==> src/design/rmh_pkg.sv <==
package rmh_pkg;

  localparam int SAMPLE_W = 32;
  localparam int MED_W    = 33;
  localparam int CNT_W    = 11;

  typedef enum logic [1:0] {
    OP_NOP,
    OP_CLEAR,
    OP_PUSH,
    OP_REPLACE
  } heap_op_t;

  typedef enum logic [1:0] {
    H_IDLE,
    H_UP,
    H_DOWN,
    H_FIN
  } heap_state_t;

  typedef enum logic [1:0] {
    C_IDLE,
    C_CLASS,
    C_WAIT,
    C_OUT
  } ctl_state_t;

  typedef struct packed {
    logic                       first_sample;
    logic signed [SAMPLE_W-1:0] sample;
  } item_t;

  typedef struct packed {
    heap_op_t                   op;
    logic signed [SAMPLE_W-1:0] val;
  } heap_cmd_t;

  typedef struct packed {
    logic                       busy;
    logic signed [SAMPLE_W-1:0] top;
  } heap_stat_t;

endpackage

==> src/design/rmh_in_if.sv <==
interface rmh_in_if;
  logic                                valid;
  logic                                ready;
  logic                                first_sample;
  logic signed [rmh_pkg::SAMPLE_W-1:0] sample;

  modport source (output valid, first_sample, sample, input ready);
  modport sink (input valid, first_sample, sample, output ready);
endinterface

==> src/design/rmh_front.sv <==
module rmh_front (
  input  logic           clk,
  input  logic           rst,
  rmh_in_if.sink         in_ch,
  output logic           q_valid,
  output rmh_pkg::item_t q_item,
  input  logic           q_pop
);

  rmh_pkg::item_t slot [2];
  logic           wptr;
  logic           rptr;
  logic [1:0]     cnt;
  logic           push;
  logic           pop;

  assign in_ch.ready = (cnt != 2'd2);
  assign push        = in_ch.valid & in_ch.ready;
  assign q_valid     = (cnt != 2'd0);
  assign pop         = q_pop & q_valid;
  assign q_item      = slot[rptr];

  always_ff @(posedge clk) begin
    if (rst) begin
      wptr <= 1'b0;
      rptr <= 1'b0;
      cnt  <= 2'd0;
    end else begin
      if (push) begin
        wptr <= ~wptr;
      end
      if (pop) begin
        rptr <= ~rptr;
      end
      cnt <= cnt + 2'(push) - 2'(pop);
    end
  end

  always_ff @(posedge clk) begin
    if (push) begin
      slot[wptr] <= '{first_sample: in_ch.first_sample, sample: in_ch.sample};
    end
  end

endmodule

==> src/flat_wrapper.sv <==
// flat-port wrapper written by rule: the top's interface ports become plain ports
module rmh_front_flat 
  (clk, rst, q_valid, q_item, q_pop, in_ch_valid, in_ch_first_sample, in_ch_sample, in_ch_ready);
  rmh_in_if in_ch_i ();
  input  logic clk;
  input  logic rst;
  output logic q_valid;
  output rmh_pkg::item_t q_item;
  input  logic q_pop;
  input wire logic [$bits(in_ch_i.valid)-1:0] in_ch_valid;
  input wire logic [$bits(in_ch_i.first_sample)-1:0] in_ch_first_sample;
  input wire logic [$bits(in_ch_i.sample)-1:0] in_ch_sample;
  output wire logic [$bits(in_ch_i.ready)-1:0] in_ch_ready;
  assign in_ch_i.valid = in_ch_valid;
  assign in_ch_i.first_sample = in_ch_first_sample;
  assign in_ch_i.sample = in_ch_sample;
  assign in_ch_ready = in_ch_i.ready;
  rmh_front u_core (.clk(clk), .rst(rst), .in_ch(in_ch_i), .q_valid(q_valid), .q_item(q_item), .q_pop(q_pop));
endmodule
==> config.mk <==
export PLATFORM = sky130hd
export DESIGN_NAME = rmh_front_flat
export DESIGN_NICKNAME = d
export VERILOG_FILES = /design/src/design/rmh_pkg.sv /design/src/design/rmh_in_if.sv /design/src/design/rmh_front.sv /design/src/flat_wrapper.sv
export SDC_FILE = /design/constraint.sdc
export NUM_CORES = 1
export LEC_CHECK = 0
export ABC_AREA = 1
export BUFFER_PORTS_ARGS = -buffer_cell sky130_fd_sc_hd__buf_2
export CAP_MARGIN = 10
export CORE_MARGIN = 5
export CORE_UTILIZATION = 45
export CTS_CLUSTER_SIZE = 16
export DETAILED_ROUTE_END_ITERATION = 6
export PLACE_DENSITY_LB_ADDON = 0.15
export SYNTH_ARGS = -nofsm -noshare
export SYNTH_HDL_FRONTEND = slang
export SYNTH_SLANG_ARGS = --single-unit
==> constraint.sdc <==
create_clock -name clk -period 4.5 [get_ports clk]
set_input_delay 0.45 -clock clk [delete_from_list [all_inputs] [get_ports clk]]
set_output_delay 0.45 -clock clk [all_outputs]
set_load 0.02 [all_outputs]
==> results of run 1 <==
==> registers in the layout (all words and copies together) (netlist names), named ones only <==
name         flops
u_core.slot     66
u_core.cnt       2
u_core.wptr      1
u_core.rptr      1
==> metrics by stage <==
stage	cells	util, %	hold slack [ns]	area, sq um	setup WS, ns
after floorplan	141	-	0.4675	2785	1.995
after global placement	284	53.38	0.4901	3179	2.438
after detailed placement	284	53.38	0.4885	3179	2.413
after CTS	299	55.84	0.2668	3326	2.036
after global routing	299	55.84	0.2638	3326	1.977
final	299	55.84	0.2891	3326	2.103
==> layout make-up <==
cell class | instances | area [sq um] | share of cell area, %
multi-input combinational | 57 | 605.6 | 18.21
tap | 75 | 93.84 | 2.822
timing repair buffer | 72 | 362.8 | 10.91
clock buffer | 12 | 135.1 | 4.063
sequential | 71 | 2083 | 62.64
clock inverter | 3 | 11.26 | 0.3386
inverter | 9 | 33.78 | 1.016
==> cell usage after synthesis <==
cell,number,area [sq um]
sky130_fd_sc_hd__mux2_4,30,450.4
sky130_fd_sc_hd__a21oi_1,2,10.01
sky130_fd_sc_hd__ha_1,2,25.02
sky130_fd_sc_hd__buf_6,1,11.26
sky130_fd_sc_hd__buf_12,3,60.06
sky130_fd_sc_hd__nand2_1,8,30.03
sky130_fd_sc_hd__inv_1,9,33.78
sky130_fd_sc_hd__nand3_1,3,15.01
sky130_fd_sc_hd__dfxtp_1,5,100.1
sky130_fd_sc_hd__mux2_2,3,33.78
sky130_fd_sc_hd__edfxtp_1,66,1982
sky130_fd_sc_hd__nor2_1,9,33.78
==> per-layer routing <==
layer	track usage, %	wire length, microns
met1	12.87	1747
met2	22.27	2407
met3	5.028	357
met4	8.242	115
met5	0	0
==> cell families (layout without fill, tap and decap cells) <==
family	Yosys count	after routing	synth area share, %
flip-flops	71	71	74.75
multiplexers	33	33	17.39
AND/OR/NAND/NOR	20	20	2.830
buffers and inverters	13	96	3.774
adder cells (fa/ha/maj)	2	2	0.8983
AO/OA/AOI/OAI	2	2	0.3594
==> final timing paths <==
path / slack, ns / cells past startpoint / startpoint / endpoint
hold / removal: 0.29 / 2 / rst / u_core.cnt[0]
setup reg to reg: 2.70 / 5 / u_core.cnt[0] / u_core.slot[1][2]
setup / recovery: 2.10 / 2 / flip-flop / q_item[32]
hold reg to reg: 0.52 / 2 / u_core.rptr / flip-flop
==> power groups by stage <==
stage	logic, mW	registers, mW	clock network (mW)
finish	0.540	0.918	0.387
global route	0.581	0.930	0.435
CTS	0.549	0.921	0.405
detailed placement	0.547	0.935	0
global placement	0.530	0.928	0
floorplan	0.457	0.882	0
==> results.py, run 1 <==
metrics = {
    "run_status": {
        "status": "finished clean",
    },
    "timing": {
        "period_share_pct": 53.27,
        "timing.fmax_mhz": 417.1,
        "fin_crit_ns": 2.397,
        "slew-limit-headroom_pct": 29.17,
        "tightestPinTransition_ns": 1.062,
        "timing_hold_violations_final": 0,
        "finClkSkew_ns": 0.004197,
        "timing.final.setup_violations": 0,
        "setup-tns-final_ns": 0,
        "report.final.slew_viol_count": 0,
        "rsz0062_at_grt": "false",
    },
    "routing": {
        "firstDrtPassIters": 4,
        "drt-wirelength-per-cell_microns": 15.47,
        "routed_wirelength_mm": 4.626,
        "drtIter0Drc": 46,
        "detail_route.drc_violations": 0,
        "drtAntennaViolNets": 0,
        "avgViaCountPerCell": 4.669,
        "num_vias": 1396,
    },
    "min_path": {
        "class_of_the_worst_hold_path": "input port to flip-flop",
    },
    "power": {
        "max-vdd-ir-drop_mv": 0.4006,
        "swShare_pct": 30.43,
        "cellPowerDensity_mw_per_mm2": 554.6,
        "clock_power_share_pct": 21.0,
        "pwr-share-comb_pct": 29.3,
        "internal_power_mw": 1.283,
        "switchingPower_mw": 0.5611,
        "p_leak_nw": 1.352,
        "pwr-share-seq_pct": 49.8,
        "total_power_mw": 1.844,
    },
    "clock_network": {
        "number_of_cts_inserted_buffers": 9,
        "ctsResizeCount": 0,
        "cts_post_setup_buffers_inserted": 0,
        "ctsLongestPathBuffers": 2,
        "cts.hold.buffers_added": 0,
        "htree_num_levels": 3,
        "clkLatencyLatePin_ns": 0.33,
        "numClockSinks": 71,
        "cts.root.buffer_cell": "sky130_fd_sc_hd__clkbuf_8",
        "clock_tree_from_tritoncts": "done",
        "clock_transition_at_path_regs_ns": 0.06,
    },
    "grt": {
        "grt_pass1_vias": 1555,
        "grt_use_total_pct": 12.90,
        "grt_max_degree": 34,
        "antenna_violations_before_repair": 0,
        "grt_overflow": 0,
        "grt_first_pass_wirelength_mm": 7.182,
    },
    "placement": {
        "detailed_place_hpwl_mm": 3.247,
        "globalplace.congestion": 0.7034,
        "port-buffer-count": 71,
    },
    "worst_setup_path": {
        "crit_chain": "mux2_2 -> buf_2",
        "worst-endpoint-required_ns": 4.05,
        "timing.setup.critical_path_class": "flip-flop to output pin",
        "crit_fanout": 33,
        "critical-path-slowest-cell": "sky130_fd_sc_hd__dfxtp_2",
        "crit_family": "flip-flops",
        "cp-end-kind": "output pin",
        "cp.arrival_ns": 1.95,
        "critical_path.n_buffers_inverters": 1,
        "setup.worst_path.start_class": "flip-flop",
        "worst_path_largest_cell_delay_ns": 1.03,
    },
    "floorplan": {
        "die-area_sq_mm": 0.007862,
        "core_region_area_sq_mm": 0.005956,
        "ioPinCount": 72,
        "placement_rows": 28,
        "fp.dieH_microns": 88.67,
        "dieWidth_microns": 88.67,
        "initial_core_util_pct": 46.76,
    },
    "synth": {
        "synth_fp_nets": 180,
        "syn_area_per_cell_sq_um": 19.75,
        "synthesis.instances": 141,
        "count_of_distinct_cell_types_in_the_synthesized_netlist": 12,
        "synth_sequential_area_ratio_pct": 74.75,
        "synth_area_sq_mm": 0.002785,
        "synth.ff_latch_count": 71,
        "count_of_warnings_emitted_by_yosys": 0,
    },
    "final_layout": {
        "n_antenna_cell": 0,
        "final_net_count": 259,
        "most_common_cell_after_layout_fill_and_taps_aside": "sky130_fd_sc_hd__buf_2",
        "n_fill_cell": 505,
        "areaGrowthSynthToFinish_pct": 19.41,
        "mostFrequentLayoutCells": "sky130_fd_sc_hd__buf_2, sky130_fd_sc_hd__edfxtp_1, sky130_fd_sc_hd__mux2_4",
        "layout-drive-gt1-share_pct": 51.79,
    },
    "run": {
        "max_cap_violations": 0,
    },
}
Note: power is estimated with default switching activity, not from simulation.
==> inputs of run 2 (changes only) <==
ABC_AREA = 0   (was 1)
clock period = 2 ns   (was 4.5 ns; I/O delays follow)
==> results.py, run 2 <==
metrics = {
    "run_status": {
        "status": "finished clean",
    },
    "grt": {
        "grt_overflow": 0,
        "grt_use_total_pct": 12.50,
        "grt_pass1_vias": 1512,
        "grt_first_pass_wirelength_mm": 6.962,
        "grt_max_degree": 24,
        "antenna_violations_before_repair": 0,
    },
    "final_layout": {
        "final_core_util_pct": 58.69,
        "n_antenna_cell": 0,
        "layout-drive-gt1-share_pct": 57.53,
        "mostFrequentLayoutCells": "sky130_fd_sc_hd__buf_2, sky130_fd_sc_hd__edfxtp_1, sky130_fd_sc_hd__mux2_4",
        "most_common_cell_after_layout_fill_and_taps_aside": "sky130_fd_sc_hd__buf_2",
        "final_net_count": 253,
        "multi_input_area_sq_um": 621.8,
        "register_area_sq_mm": 0.002083,
        "design_area_sq_mm": 0.003475,
        "top_register": "u_core.slot",
        "instances_no_fill": 294,
        "areaGrowthSynthToFinish_pct": 26.40,
        "n_fill_cell": 475,
        "largest_reg_flops": 66,
        "top_flop_regs": "u_core.slot x66, u_core.cnt x2",
    },
    "worst_setup_path": {
        "setup.worst_path.start_class": "flip-flop",
        "worstReg2RegEnd": "u_core.cnt[1]",
        "cp.arrival_ns": 1.59,
        "timing.rr.start": "u_core.cnt[1]",
        "reg2regPathDepth": 7,
        "timing.reg2reg.setup_slack_ns": 0.44,
        "crit_fanout": 13,
        "timing.setup.critical_path_class": "flip-flop to output pin",
        "worst-endpoint-required_ns": 1.80,
        "cp-end-kind": "output pin",
    },
    "power": {
        "p_leak_nw": 1.400,
        "cellPowerDensity_mw_per_mm2": 1370,
        "max-vdd-ir-drop_mv": 0.6203,
        "total_power_mw": 4.760,
    },
    "clock_network": {
        "clkLatencyLatePin_ns": 0.32,
        "cts_post_setup_buffers_inserted": 0,
        "clock_tree_from_tritoncts": "done",
        "ctsLongestPathBuffers": 2,
        "cts.hold.buffers_added": 0,
        "numClockSinks": 71,
        "ctsResizeCount": 0,
        "number_of_cts_inserted_buffers": 9,
        "htree_num_levels": 3,
        "clock_transition_at_path_regs_ns": 0.07,
        "cts.root.buffer_cell": "sky130_fd_sc_hd__clkbuf_8",
    },
    "synth": {
        "synth_largest_area_cell": "sky130_fd_sc_hd__edfxtp_1",
        "asyncSetResetFlopFracSynth_pct": 0,
        "synth_sequential_area_ratio_pct": 75.74,
        "count_of_distinct_cell_types_in_the_synthesized_netlist": 18,
        "yosys.area.top_type_share_pct": 72.10,
        "synth_top_cells_by_area": "sky130_fd_sc_hd__edfxtp_1, sky130_fd_sc_hd__mux2_4, sky130_fd_sc_hd__dfxtp_1",
        "synth-edff-count": 66,
        "synth_ff_type": "sky130_fd_sc_hd__edfxtp_1",
        "synth_area_sq_mm": 0.002749,
        "post-synth-top-count-cell": "sky130_fd_sc_hd__edfxtp_1",
        "syn_area_per_cell_sq_um": 21.31,
        "count_of_warnings_emitted_by_yosys": 0,
        "yosys-top-cells-count": "sky130_fd_sc_hd__edfxtp_1, sky130_fd_sc_hd__mux2_4, sky130_fd_sc_hd__dfxtp_1",
        "synth.ff_latch_count": 71,
        "synth_fp_nets": 168,
        "synthesis.instances": 129,
    },
    "routing": {
        "drt-wirelength-per-cell_microns": 15.57,
        "drtIter0Drc": 65,
        "avgViaCountPerCell": 4.663,
        "routed_wirelength_mm": 4.579,
        "drtAntennaViolNets": 0,
        "num_vias": 1371,
        "firstDrtPassIters": 4,
        "detail_route.drc_violations": 0,
    },
    "placement": {
        "port-buffer-count": 71,
        "post_dp_cell_area_sq_mm": 0.003239,
        "detailed_place_hpwl_mm": 3.339,
        "globalplace.congestion": 0.6806,
        "dp_cells": 278,
    },
    "min_path": {
        "whs_endpoint": "u_core.slot[1][7]",
        "worstHoldStart": "in_ch_sample[7]",
        "count_of_cells_along_the_worst_hold_path": 1,
        "class_of_the_worst_hold_path": "input port to flip-flop",
    },
    "timing": {
        "fin_crit_ns": 1.793,
        "timing_hold_violations_final": 0,
        "timing.fmax_mhz": 557.7,
        "report.final.slew_viol_count": 0,
        "period_share_pct": 89.65,
        "finClkSkew_ns": 0.003257,
        "timing.final.setup_violations": 0,
        "tightestPinTransition_ns": 0.4000,
        "setup-tns-final_ns": 0,
        "rsz0062_at_grt": "false",
        "slew-limit-headroom_pct": 73.33,
    },
    "floorplan": {
        "die-area_sq_mm": 0.007771,
        "core_region_area_sq_mm": 0.005921,
        "initial_core_util_pct": 46.43,
        "fp.dieH_microns": 88.16,
        "dieWidth_microns": 88.16,
        "placement_rows": 28,
        "ioPinCount": 72,
    },
    "run": {
        "max_cap_violations": 0,
    },
}
## run 2: changes by cell type after synthesis, moves of 2 or more
cell | before | now
sky130_fd_sc_hd__nand2_1 | 8 | 0
sky130_fd_sc_hd__inv_1 | 9 | 2
sky130_fd_sc_hd__nor2_1 | 9 | 4
sky130_fd_sc_hd__buf_12 | 3 | 0
sky130_fd_sc_hd__buf_6 | 1 | 4
sky130_fd_sc_hd__mux2_1 | 0 | 3
sky130_fd_sc_hd__mux2_2 | 3 | 0
sky130_fd_sc_hd__a21oi_1 | 2 | 0
sky130_fd_sc_hd__nand2b_1 | 0 | 2
sky130_fd_sc_hd__nand3_1 | 3 | 1
sky130_fd_sc_hd__nor2b_1 | 0 | 2
sky130_fd_sc_hd__xnor2_1 | 0 | 2
## run 2: cells by family (layout without fill, tap and decap cells)
| family | after synthesis | in the layout | synth area share, % |
|---|---|---|---|
| muxes | 33 | 33 | 17.61 |
| DFF | 71 | 71 | 75.74 |
| xor gates and xnor gates | 3 | 3 | 0.9560 |
| and+or+nand+nor | 12 | 12 | 2.412 |
| adders and majority gates | 2 | 2 | 0.9102 |
| buffers and inverters | 6 | 96 | 1.912 |
| AOI/OAI and AO/OA | 2 | 2 | 0.4551 |
## run 2: final cells by class
class                   count  area share, %
flip-flops and latches     71          59.96
multi-input cells          52          17.90
repair buffers             78          12.46
clock buffers               9          3.565
clock inverters             7          3.205
well taps                  75          2.701
inverters                   2         0.2161
## run 2: per-stage QoR
stage               hold WS, ns  setup slack, ns
finish                  0.05764           0.2070
global route            0.02926           0.1163
CTS                     0.03570           0.1596
detailed placement       0.3913           0.4463
global placement         0.3881           0.5400
floorplan                0.2716          0.08841
## run 2: where the power goes
part	leakage, nW	switching, mW	internal, mW
logic	0.624	0.743	0.705
clock network	0.118	0.485	0.820
registers	0.658	0.117	1.89
total	1.40	1.35	3.41
## run 2: per-layer routing
layer	vias to the layer above	wire length, microns	GRT usage (%)
li1	665	-	-
met1	662	1651	12.48
met2	39	2577	23.01
met3	5	305	4.798
met4	0	44	5.357
met5	-	0	0
## run 2: how the worst max path moves through the flow
stage | startpoint | endpoint | slack (ns) | depth (start not counted)
after floorplan | u_core.cnt[0] | u_core.slot[1][0] | 0.09 | 2
after global placement | u_core.cnt[1] | u_core.cnt[1] | 0.54 | 7
after detailed placement | u_core.cnt[1] | u_core.cnt[1] | 0.45 | 7
after CTS | flip-flop | q_item[10] | 0.16 | 3
after global routing | flip-flop | q_item[0] | 0.12 | 3
final | flip-flop | q_item[6] | 0.21 | 3
## run 2: worst max-delay path, cell delays in order (launching register included)
cell and delay, ns:
sky130_fd_sc_hd__dfxtp_2 0.58, sky130_fd_sc_hd__buf_12 0.22, sky130_fd_sc_hd__mux2_4 0.31, sky130_fd_sc_hd__buf_2 0.16
